### src/hw/rtl/wlvc_pkg.sv
// wlvc_pkg: shared types and constants for the water leak valve controller
// holds valve command codes, register indexes, reset values and the config/result structs
// no dependencies
`default_nettype none

package wlvc_pkg;

    // field widths
    localparam int TIME_W  = 32;
    localparam int PULSE_W = 16;
    localparam int MS_W    = 22;
    localparam int CNT_W   = 8;
    localparam int CMD_W   = 2;
    localparam int IDX_W   = 3;

    // valve command codes
    localparam logic [CMD_W-1:0] CMD_NONE  = 2'd0;
    localparam logic [CMD_W-1:0] CMD_OPEN  = 2'd1;
    localparam logic [CMD_W-1:0] CMD_CLOSE = 2'd2;

    // register indexes
    localparam logic [IDX_W-1:0] REG_INTERVAL = 3'd0;
    localparam logic [IDX_W-1:0] REG_TRIP     = 3'd1;
    localparam logic [IDX_W-1:0] REG_CLEAR    = 3'd2;
    localparam logic [IDX_W-1:0] REG_GUARD    = 3'd3;
    localparam logic [IDX_W-1:0] REG_SUSPEND  = 3'd4;

    // register reset values
    localparam logic [MS_W-1:0]  RST_INTERVAL = 22'd10000;
    localparam logic [CNT_W-1:0] RST_TRIP     = 8'd10;
    localparam logic [CNT_W-1:0] RST_CLEAR    = 8'd3;
    localparam logic [MS_W-1:0]  RST_GUARD    = 22'd12000;

    localparam logic [PULSE_W-1:0] PULSE_MAX = '1;
    localparam logic [CNT_W-1:0]   CNT_MAX   = '1;

    typedef struct packed {
        logic [MS_W-1:0]  interval_ms;
        logic [CNT_W-1:0] trip_count;
        logic [CNT_W-1:0] clear_count;
        logic [MS_W-1:0]  guard_ms;
        logic             suspend;
    } t_cfg;

    typedef struct packed {
        logic [CMD_W-1:0] valve_command;
        logic             leak_active;
        logic [CNT_W-1:0] wet_windows;
        logic             valve_is_open;
    } t_result;

endpackage

`default_nettype wire

### src/hw/rtl/wlvc_core.sv
// wlvc_core: leak episode state and per-poll evaluation
// state updates on i_fire, the result of that poll is presented combinationally
// depends on wlvc_pkg
`default_nettype none

module wlvc_core
    import wlvc_pkg::*;
(
    input  wire logic               i_clk,
    input  wire logic               i_rst_n,
    input  wire logic               i_fire,
    input  wire t_cfg               i_cfg,
    input  wire logic [TIME_W-1:0]  i_now,
    input  wire logic [PULSE_W-1:0] i_pulses,
    output t_result                 o_result
);

    logic [PULSE_W-1:0] r_pulse_total, n_pulse_total;
    logic               r_episode_on,  n_episode_on;
    logic [TIME_W-1:0]  r_window_start, n_window_start;
    logic [CNT_W-1:0]   r_wet_count,   n_wet_count;
    logic [CNT_W-1:0]   r_dry_count,   n_dry_count;
    logic               r_open_flag,   n_open_flag;
    logic               r_closed_once, n_closed_once;
    logic [TIME_W-1:0]  r_last_open,   n_last_open;
    logic [TIME_W-1:0]  r_last_close,  n_last_close;
    logic [CMD_W-1:0]   cmd;

    logic [PULSE_W:0]   pulse_sum;
    logic [PULSE_W-1:0] pulse_sat;
    logic               start;
    logic [TIME_W-1:0]  ws1;
    logic [PULSE_W-1:0] pt1;
    logic               ep1;
    logic               win_end;
    logic               wet_win;
    logic [CNT_W-1:0]   wet2;
    logic [CNT_W-1:0]   dry2;
    logic               open_ok;
    logic               close_ok;

    // saturating pulse accumulation
    assign pulse_sum = {1'b0, r_pulse_total} + {1'b0, i_pulses};
    assign pulse_sat = pulse_sum[PULSE_W] ? PULSE_MAX : pulse_sum[PULSE_W-1:0];

    // episode start and window end
    assign start   = !r_episode_on && (pulse_sat != '0);
    assign ws1     = start ? i_now : r_window_start;
    assign pt1     = start ? '0 : pulse_sat;
    assign ep1     = r_episode_on || start;
    assign win_end = ep1 && ((i_now - ws1) >= {{(TIME_W-MS_W){1'b0}}, i_cfg.interval_ms});

    // window classification with saturating counts
    assign wet_win = (pt1 != '0);
    assign wet2    = (wet_win && r_wet_count != CNT_MAX) ? r_wet_count + CNT_W'(1)
                   : r_wet_count;
    assign dry2    = wet_win ? '0
                   : ((r_dry_count != CNT_MAX) ? r_dry_count + CNT_W'(1) : r_dry_count);

    // valve actions, open takes priority
    assign open_ok  = (dry2 >= i_cfg.clear_count) && r_closed_once
                   && ((i_now - r_last_close) > {{(TIME_W-MS_W){1'b0}}, i_cfg.guard_ms});
    assign close_ok = !open_ok && (wet2 >= i_cfg.trip_count) && r_open_flag
                   && ((i_now - r_last_open) > {{(TIME_W-MS_W){1'b0}}, i_cfg.guard_ms});

    // next state
    always_comb begin
        n_pulse_total  = r_pulse_total;
        n_episode_on   = r_episode_on;
        n_window_start = r_window_start;
        n_wet_count    = r_wet_count;
        n_dry_count    = r_dry_count;
        n_open_flag    = r_open_flag;
        n_closed_once  = r_closed_once;
        n_last_open    = r_last_open;
        n_last_close   = r_last_close;
        cmd            = CMD_NONE;
        if (i_cfg.suspend) begin
            n_pulse_total = pulse_sat;
        end else if (win_end) begin
            n_pulse_total  = '0;
            n_episode_on   = ep1;
            n_window_start = i_now;
            n_wet_count    = wet2;
            n_dry_count    = dry2;
            if (open_ok) begin
                cmd            = CMD_OPEN;
                n_last_open    = i_now;
                n_open_flag    = 1'b1;
                n_episode_on   = 1'b0;
                n_wet_count    = '0;
                n_dry_count    = '0;
                n_window_start = '0;
            end else if (close_ok) begin
                cmd           = CMD_CLOSE;
                n_last_close  = i_now;
                n_closed_once = 1'b1;
                n_open_flag   = 1'b0;
            end
        end else begin
            n_pulse_total  = pt1;
            n_episode_on   = ep1;
            n_window_start = ws1;
        end
    end

    // result reflects state after the poll
    assign o_result.valve_command = cmd;
    assign o_result.leak_active   = n_episode_on;
    assign o_result.wet_windows   = n_wet_count;
    assign o_result.valve_is_open = n_open_flag;

    // state registers
    always_ff @(posedge i_clk) begin
        if (!i_rst_n) begin
            r_pulse_total  <= '0;
            r_episode_on   <= 1'b0;
            r_window_start <= '0;
            r_wet_count    <= '0;
            r_dry_count    <= '0;
            r_open_flag    <= 1'b1;
            r_closed_once  <= 1'b0;
            r_last_open    <= '0;
            r_last_close   <= '0;
        end else if (i_fire) begin
            r_pulse_total  <= n_pulse_total;
            r_episode_on   <= n_episode_on;
            r_window_start <= n_window_start;
            r_wet_count    <= n_wet_count;
            r_dry_count    <= n_dry_count;
            r_open_flag    <= n_open_flag;
            r_closed_once  <= n_closed_once;
            r_last_open    <= n_last_open;
            r_last_close   <= n_last_close;
        end
    end

    // an open ends the episode and clears the wet count
    a_open_ends_episode: assert property (@(posedge i_clk) disable iff (!i_rst_n)
        (i_fire && cmd == CMD_OPEN) |=> (!r_episode_on && r_wet_count == '0 && r_open_flag))
        else $error("open did not end the episode");

    // a reopen only ever follows an earlier close
    a_open_needs_close: assert property (@(posedge i_clk) disable iff (!i_rst_n)
        (i_fire && cmd == CMD_OPEN) |-> r_closed_once)
        else $error("open issued without a prior close");

    // a close leaves the valve marked closed
    a_close_marks_closed: assert property (@(posedge i_clk) disable iff (!i_rst_n)
        (i_fire && cmd == CMD_CLOSE) |=> (!r_open_flag && r_closed_once))
        else $error("close did not update valve state");

    // suspended polls touch only the pulse accumulator
    a_suspend_frozen: assert property (@(posedge i_clk) disable iff (!i_rst_n)
        (i_fire && i_cfg.suspend) |=> ($stable(r_episode_on) && $stable(r_wet_count)
            && $stable(r_dry_count) && $stable(r_open_flag) && $stable(r_window_start)))
        else $error("state changed while suspended");

endmodule

`default_nettype wire

### src/hw/rtl/water_leak_valve_controller_unit.sv
// water_leak_valve_controller_unit: top level with config registers, input and result registers
// instantiates wlvc_core; depends on wlvc_pkg
//
//  channel | direction | handshake                    | payload
//  in      | input     | i_in_valid / o_in_ready      | i_now_ms, i_new_pulses
//  out     | output    | o_out_valid / i_out_ready    | o_valve_command, o_leak_active,
//          |           |                              | o_wet_windows, o_valve_is_open
//  cfg     | input     | i_cfg_we                     | i_cfg_index, i_cfg_data
//
// one poll per cycle sustained while results are taken; an accepted input beat passes through
// the input register, then evaluation against the state registers into the result register
// synchronous active-low reset sets config to defaults, resets the core state and clears the valid flags
// a held result stalls the evaluation stage; the input register still takes a beat when
// it is empty, and otherwise frees up in the same cycle the result is taken
`default_nettype none

module water_leak_valve_controller_unit
    import wlvc_pkg::*;
(
    input  wire logic               i_clk,
    input  wire logic               i_rst_n,
    input  wire logic               i_in_valid,
    output      logic               o_in_ready,
    input  wire logic [TIME_W-1:0]  i_now_ms,
    input  wire logic [PULSE_W-1:0] i_new_pulses,
    output      logic               o_out_valid,
    input  wire logic               i_out_ready,
    output      logic [CMD_W-1:0]   o_valve_command,
    output      logic               o_leak_active,
    output      logic [CNT_W-1:0]   o_wet_windows,
    output      logic               o_valve_is_open,
    input  wire logic               i_cfg_we,
    input  wire logic [IDX_W-1:0]   i_cfg_index,
    input  wire logic [MS_W-1:0]    i_cfg_data
);

    t_cfg               r_cfg;
    logic               r_in_valid;
    logic [TIME_W-1:0]  r_in_now;
    logic [PULSE_W-1:0] r_in_pulses;
    logic               r_out_valid;
    t_result            r_out;
    t_result            eval_result;
    logic               eval_fire;
    logic               in_fire;

    // configuration writes
    always_ff @(posedge i_clk) begin
        if (!i_rst_n) begin
            r_cfg.interval_ms <= RST_INTERVAL;
            r_cfg.trip_count  <= RST_TRIP;
            r_cfg.clear_count <= RST_CLEAR;
            r_cfg.guard_ms    <= RST_GUARD;
            r_cfg.suspend     <= 1'b0;
        end else if (i_cfg_we) begin
            unique case (i_cfg_index)
                REG_INTERVAL: r_cfg.interval_ms <= i_cfg_data;
                REG_TRIP:     r_cfg.trip_count  <= i_cfg_data[CNT_W-1:0];
                REG_CLEAR:    r_cfg.clear_count <= i_cfg_data[CNT_W-1:0];
                REG_GUARD:    r_cfg.guard_ms    <= i_cfg_data;
                REG_SUSPEND:  r_cfg.suspend     <= i_cfg_data[0];
                default: begin
                end
            endcase
        end
    end

    // handshake
    assign eval_fire  = r_in_valid && (!r_out_valid || i_out_ready);
    assign o_in_ready = !r_in_valid || eval_fire;
    assign in_fire    = i_in_valid && o_in_ready;

    // input register
    always_ff @(posedge i_clk) begin
        if (!i_rst_n) begin
            r_in_valid <= 1'b0;
        end else if (o_in_ready) begin
            r_in_valid <= i_in_valid;
        end
    end

    always_ff @(posedge i_clk) begin
        if (in_fire) begin
            r_in_now    <= i_now_ms;
            r_in_pulses <= i_new_pulses;
        end
    end

    // evaluation
    wlvc_core u_core (
        .i_clk    (i_clk),
        .i_rst_n  (i_rst_n),
        .i_fire   (eval_fire),
        .i_cfg    (r_cfg),
        .i_now    (r_in_now),
        .i_pulses (r_in_pulses),
        .o_result (eval_result)
    );

    // result register
    always_ff @(posedge i_clk) begin
        if (!i_rst_n) begin
            r_out_valid <= 1'b0;
        end else if (eval_fire) begin
            r_out_valid <= 1'b1;
        end else if (i_out_ready) begin
            r_out_valid <= 1'b0;
        end
    end

    always_ff @(posedge i_clk) begin
        if (eval_fire) begin
            r_out <= eval_result;
        end
    end

    assign o_out_valid     = r_out_valid;
    assign o_valve_command = r_out.valve_command;
    assign o_leak_active   = r_out.leak_active;
    assign o_wet_windows   = r_out.wet_windows;
    assign o_valve_is_open = r_out.valve_is_open;

endmodule

`default_nettype wire
### config.mk
export PLATFORM = sky130hd
export DESIGN_NAME = water_leak_valve_controller_unit
export DESIGN_NICKNAME = d
export VERILOG_FILES = /design/src/hw/rtl/wlvc_pkg.sv /design/src/hw/rtl/wlvc_core.sv /design/src/hw/rtl/water_leak_valve_controller_unit.sv
export SDC_FILE = /design/constraint.sdc
export NUM_CORES = 1
export LEC_CHECK = 0
export BUFFER_PORTS_ARGS = -buffer_cell sky130_fd_sc_hd__clkbuf_2
export CORE_MARGIN = 5
export CORE_UTILIZATION = 57
export CTS_CLUSTER_DIAMETER = 50
export DETAILED_ROUTE_END_ITERATION = 12
export PLACE_DENSITY = 0.84
export SYNTH_ARGS = -nofsm -noshare
export SYNTH_HDL_FRONTEND = slang
export SYNTH_HIERARCHICAL = 1
export SYNTH_SLANG_ARGS = --single-unit
### constraint.sdc
create_clock -name i_clk -period 6.75 [get_ports i_clk]
set_input_delay 0.3375 -clock i_clk [delete_from_list [all_inputs] [get_ports i_clk]]
set_output_delay 0.3375 -clock i_clk [all_outputs]
set_load 0.03 [all_outputs]
==> results of run 1 <==
==> area by class of cell <==
class                           instances  area (um2)
Fill cell                            2338        9379
Inverter                              156       585.6
Clock inverter                         18       193.9
Tap cell                              442       553.0
Clock buffer                           49        1075
Sequential cell                       254        5685
Multi-Input combinational cell       1620       12160
Timing Repair Buffer                  335        2659
==> logic make-up (layout without fill, tap and decap cells) <==
family                   after synthesis  count (layout)  share of synthesized area
buffers and inverters                250             558                    0.06041
adder cells (fa/ha/maj)              198             198                     0.1357
multiplexers                         169             169                    0.09197
AO/OA/AOI/OAI                        534             534                     0.1969
flip-flops                           254             254                     0.3078
AND/OR/NAND/NOR                      621             622                     0.1613
XOR/XNOR                              97              97                    0.04599
==> worst max path at each step <==
| stage | start | to | slack, ps |
|---|---|---|---|
| after detailed placement | r_in_pulses[0] | u_core/r_wet_count[5] | -640 |
| after floorplan | r_in_pulses[0] | o_wet_windows[1] | -20 |
| after global placement | r_in_pulses[0] | u_core/r_wet_count[5] | -430 |
| after global routing | r_in_pulses[0] | u_core/r_window_start[6] | -1010 |
| final | r_in_pulses[0] | u_core/r_window_start[30] | -690 |
| after CTS | r_in_pulses[0] | u_core/r_wet_count[5] | -510 |
==> stage by stage <==
| step | setup WS, ps | util | power [W] | hold slack [ps] |
|---|---|---|---|---|
| finish | -688.3 | 0.7095 | 0.004760 | 67.58 |
| global route | -1012 | 0.7095 | 0.004959 | 75.50 |
| CTS | -510.9 | 0.7007 | 0.004709 | 55.14 |
| detailed placement | -644.8 | 0.6308 | 0.002678 | 446.1 |
| global placement | -430.5 | 0.6308 | 0.002647 | 437.5 |
| floorplan | -18.59 | - | 0.002339 | 429.1 |
==> power by group <==
group | internal (W) | switching (W) | total, W
registers | 0.00160 | 0.0000462 | 0.00165
clock network | 0.00119 | 0.000777 | 0.00197
logic | 0.000515 | 0.000627 | 0.00114
total | 0.00331 | 0.00145 | 0.00476
==> layout by cell type (no fill, tap or decap), types with 14 or more instances in the layout <==
cell type,instances
mux2i_1,162
o211ai_1,22
o21ai_0,84
inv_1,156
a21o_1,52
and2_1,16
nand2b_1,18
a32o_1,31
o21bai_1,14
o21a_1,20
nand4_1,30
nand3_1,35
dfxtp_1,194
edfxtp_1,60
buf_4,165
dlygate4sd3_1,48
clkbuf_16,43
xnor2_1,59
nor3_1,18
nor2b_1,45
nor2_1,89
buf_6,19
xor2_1,37
nand2_1,281
a211oi_1,29
a21oi_1,127
clkbuf_2,90
ha_1,190
==> tightest hold or removal path, stage by stage <==
cell and delay (ps):
clkbuf_2 100, nand2_1 50, mux2i_1 60
==> timing repair <==
action / 4_1_cts / 5_1_grt
resized for setup: 52 / 72
setup endpoints to repair: 143 / 143
pin swaps: 3 / 28
cloned: 5 / 4
hold buffers: 48 / 0
buffers inserted: 19 / 10
endpoints found under the hold margin: 48 / 0
==> layer usage <==
metal	GRT usage	vias to the layer above	wire length (um)
li1	-	8243	-
met1	0.3632	8316	22670
met2	0.4941	752	26040
met3	0.04404	184	3637
met4	0.1144	0	2495
met5	0	-	0
==> sequential cells by signal, indices dropped and copies added, names as in the netlist, 2 cells and up <==
register and cells:
r_cfg 61, r_in_now 32, u_core/r_last_close 32, u_core/r_last_open 32
u_core/r_window_start 32, r_in_pulses 16, u_core/r_pulse_total 16, o_wet_windows 8
u_core/r_dry_count 8, u_core/r_wet_count 8, o_valve_command 2
==> flow_summary.ini, run 1 <==
[cells_and_area]
nNetsFinal = 2681
layout.cells.non_filler = 2874
final_area_um2 = 22910
syn_to_final_growth_pct = 24.01
drive_gt1_frac = 0.1859
diodes = 0

[critical_path]
path_common_cell = buf_6
max_stage_delay_ps = 440
rrSetupSlack_ps = -690
cp.arrival_ps = 7900
r2r_end = u_core/r_window_start[30]
reg2reg_depth = 33
crit_type = register to register
cp_slowest_cell = or4_4
crit_family = compound AO/OA/AOI/OAI gates
end_kind = register
r2r-start = r_in_pulses[0]
cp.buffers_inverters = 6
path_max_fanout = 16
worst-path-stages = 33
crit_required_ps = 7210
critPathLaunchType = register

[clocking]
clk_pin_slew_worst_paths_ps = 60
root_buffer = clkbuf_16
cts_inserted_buffers = 38
cts_buffer_depth = 3
cts_tree = yes
clk-insertion-delay-late_ps = 530
ctsHtreeMaxLevel = 2
clock-sinks = 254

[synth]
syn_inst = 2123
yosys-top-cells-count = nand2_1 (285), dfxtp_1 (194), ha_1 (194)
syn-cell-area_um2 = 18470
synth_edf_count = 60
yosysSeqAreaShare = 0.3078
yosys_warnings = 6
synth_seq_cells = 254
post_synth_num_cell_types = 87
syn_area_per_cell_um2 = 8.702
synthTopCellsByArea = dfxtp_1 (21%), ha_1 (13%), edfxtp_1 (9.8%), mux2i_1 (9.0%), nand2_1 (5.8%)
syn_nets = 2399
synthFlopType = dfxtp_1
netlist.area_leader.share = 0.2102
async_reset_ff_frac = 0
synth_top_area_cell = dfxtp_1
yosysMostFrequentCell = nand2_1

[floorplan]
pin_count = 92
die-area_um2 = 36110
fp-row-count = 66
dieHeight_um = 190.0
start_util = 0.5722
die_x_um = 190.0
core_um2 = 32290

[run]
maxCapViolCount = 0

[timing]
rsz0062_at_grt = true
hold_viol_final = 0
min_period_over_period = 1.102
period_minus_slack_ps = 7438
timing.fmax_mhz = 134.4
slew_headroom = 0.1544
worst_clock_skew_ps = 28.42
setup_viol = 143
setup_tns_ps = -72820
max_slew.worst_pin.slew_ps = 1268
slew_violations = 0
setup_slack_ps = -688.3

[routing]
wl_per_cell_um = 19.08
antenna_left = 0
drc = 0
first_pass_iters = 6
vias = 17500
drtIter0Drc = 1610
vias_per_cell = 6.087
wirelength_mm = 54.85

[worst_hold_path]
min_from = i_cfg_data[8]
whs_endpoint = r_cfg[9]
holdPathStages = 3
hold_class = primary input to register

[placement]
placed_area_um2 = 20370
port-buffer-count = 91
gp_congestion = 0.9691
numPlacedInstances = 2728
post-dp-hpwl_mm = 38.83

[global_routing]
grt_pass1_vias = 17120
grt_max_degree = 81
grt_use_total = 0.2875
antenna_found_initial = 0
grt_pass1_wl_mm = 85.68
gr-total-overflow = 0

[power_and_ir_drop]
power.density_nw_per_um2 = 207.8
worst_ir_drop_vdd_uv = 195.7
p_leak_nw = 9.795

[run_status]
violations = negative setup slack
status = complete, but fails checks
Power figures use the tool's default switching activity.
==> run 2, diff against run 1 <==
--- a/config.mk
+++ b/config.mk
@@ -6,6 +6,7 @@
 export NUM_CORES = 1
 export LEC_CHECK = 0
 export BUFFER_PORTS_ARGS = -buffer_cell sky130_fd_sc_hd__clkbuf_2
+export CORE_ASPECT_RATIO = 1.5
 export CORE_MARGIN = 5
 export CORE_UTILIZATION = 57
 export CTS_CLUSTER_DIAMETER = 50
==> run 2 against run 1 <==
The run still ends with negative setup slack left. Critical path depth increased by 1. Power decreased by 9.6%. Wire length increased by 1.1%. Sequential power about the same. Via count increased by 0.21%. Die area increased by 0.21%. Global-route usage decreased by 0.22 points. Sequential cell count unchanged. Register-to-register slack improved by 30 ps. Hold slack got worse by 37 ps. Critical path type unchanged. Critical endpoint is now o_wet_windows[4]. Largest power group is now registers.
==> flow_summary.ini, run 2 (same netlist as run 1, synthesis figures left out) <==
[run_status]
status = complete, but fails checks
violations = negative setup slack

[floorplan]
start_util = 0.5786
die-area_um2 = 36190
core_um2 = 31930
pin_count = 92
dieHeight_um = 230.5
die_x_um = 157.0
fp-row-count = 80

[routing]
drc = 0
drtIter0Drc = 1462
wl_per_cell_um = 19.63
wirelength_mm = 55.44
first_pass_iters = 7
vias = 17530
antenna_left = 0
vias_per_cell = 6.208

[critical_path]
max_stage_delay_ps = 430
crit_type = register to register
cp_slowest_cell = edfxtp_1
critPathLaunchType = register
path_common_cell = buf_4
path_max_fanout = 8
cp.arrival_ps = 7750
crit_required_ps = 7100
end_kind = register

[cells_and_area]
fin_util = 0.7023
layout_commonest_cell = nand2_1
largest_reg_flops = 61
syn_to_final_growth_pct = 21.38
final_cell_mix = nand2_1 (281), dfxtp_1 (194), ha_1 (189)
n_fill_cell = 2332
largest-register = r_cfg
nNetsFinal = 2669
diodes = 0
drive_gt1_frac = 0.1794

[power_and_ir_drop]
power.density_nw_per_um2 = 191.9
p_leak_nw = 9.548
worst_ir_drop_vdd_uv = 203.7
total_power_w = 0.004303

[clocking]
ctsHtreeMaxLevel = 1
clk_pin_slew_worst_paths_ps = 60
clk-insertion-delay-late_ps = 570
clock-sinks = 254
cts_tree = yes
root_buffer = clkbuf_16
cts_buffer_depth = 3
cts_inserted_buffers = 27

[global_routing]
antenna_found_initial = 1
gr-total-overflow = 0
grt_max_degree = 116
grt_use_total = 0.2853
grt_pass1_vias = 17620
grt_pass1_wl_mm = 84.44

[timing]
min_period_over_period = 1.097
setup_viol = 143
rsz0062_at_grt = true
setup_slack_ps = -655.2
slew_headroom = 0.1835
max_slew.worst_pin.slew_ps = 1225
period_minus_slack_ps = 7405
hold_viol_final = 0
timing.fmax_mhz = 135.0
slew_violations = 0
worst_clock_skew_ps = 13.47
hold_ws_ps = 30.79

[placement]
gp_congestion = 1.000
dp_slack_ps = -835.7
post-dp-hpwl_mm = 39.89
port-buffer-count = 91

[run]
maxCapViolCount = 0

[worst_hold_path]
hold_class = primary input to register
run 2: cell count changes in the layout (fill, tap and decap cells not counted), moves of 3 or more:
cell / before / now
clkbuf_16: 43 / 27
ha_4: 0 / 3
mux2i_2: 3 / 7
buf_4: 165 / 174
buf_8: 0 / 3
buf_12: 10 / 7
clkinv_2: 0 / 5
buf_6: 19 / 10
mux2i_1: 162 / 157
inv_6: 5 / 2
inv_8: 7 / 2
run 2: per-layer routing:
metal  vias up  GRT usage  share of wire
met3       265    0.03279          0.057
met1      8261     0.3019           0.36
met5         -          0        0.00023
met2       777     0.5289           0.51
met4         2     0.1758          0.070
li1       8227          -              -
run 2: worst max-delay path, delay by kind of cell (launching register included):
| family | cells | cell delay (ps) |
|---|---|---|
| DFF | 1 | 430 |
| buffers and inverters | 6 | 950 |
| and+or+nand+nor | 8 | 1850 |
| AOI/OAI and AO/OA | 13 | 2220 |
| adders and majority gates | 4 | 1300 |
| muxes | 1 | 130 |
| xor gates and xnor gates | 2 | 290 |
run 2: layout make-up:
| cell class | count | area, um2 | share of cell area |
|---|---|---|---|
| clock inverters | 17 | 181.4 | 0.008091 |
| repair buffers | 334 | 2590 | 0.1155 |
| inverters | 156 | 585.6 | 0.02611 |
| clock buffers | 33 | 728.2 | 0.03247 |
| well taps | 410 | 513.0 | 0.02288 |
| multi-input cells | 1620 | 12140 | 0.5414 |
| flip-flops and latches | 254 | 5685 | 0.2535 |
run 2: worst paths after layout:
check,start,end,slack [ps],depth (start not counted)
worst max register to register,r_in_pulses[0],o_wet_windows[4],-660,34
worst max-delay path,r_in_pulses[0],o_wet_windows[4],-660,34
worst min-delay path,i_cfg_data[8],r_cfg[9],30,3
worst min register to register,u_core/r_last_close[6],u_core/r_last_close[6],460,2
run 2: power by group:
| group | total, W | switching [W] | internal, W |
|---|---|---|---|
| Sequential | 0.00165 | 0.0000463 | 0.00160 |
| Clock | 0.00152 | 0.000660 | 0.000860 |
| Combinational | 0.00114 | 0.000625 | 0.000512 |
| Total | 0.00430 | 0.00133 | 0.00297 |
run 2: repair_timing:
action,CTS,global route
setup endpoints to repair,143,143
gates cloned,4,0
pin swaps,11,31
hold endpoints to repair,48,0
gates resized for setup,42,63
setup buffers,15,10
hold buffers,48,0
run 2: through the flow:
stage | instances | setup TNS (ps) | area, um2
CTS | 2815 | -41870 | 22130
floorplan | 2123 | -18.59 | 18550
global route | 2824 | -110320 | 22420
detailed placement | 2700 | -101560 | 20370
global placement | 2700 | -92060 | 20370
finish | 2824 | -76320 | 22420
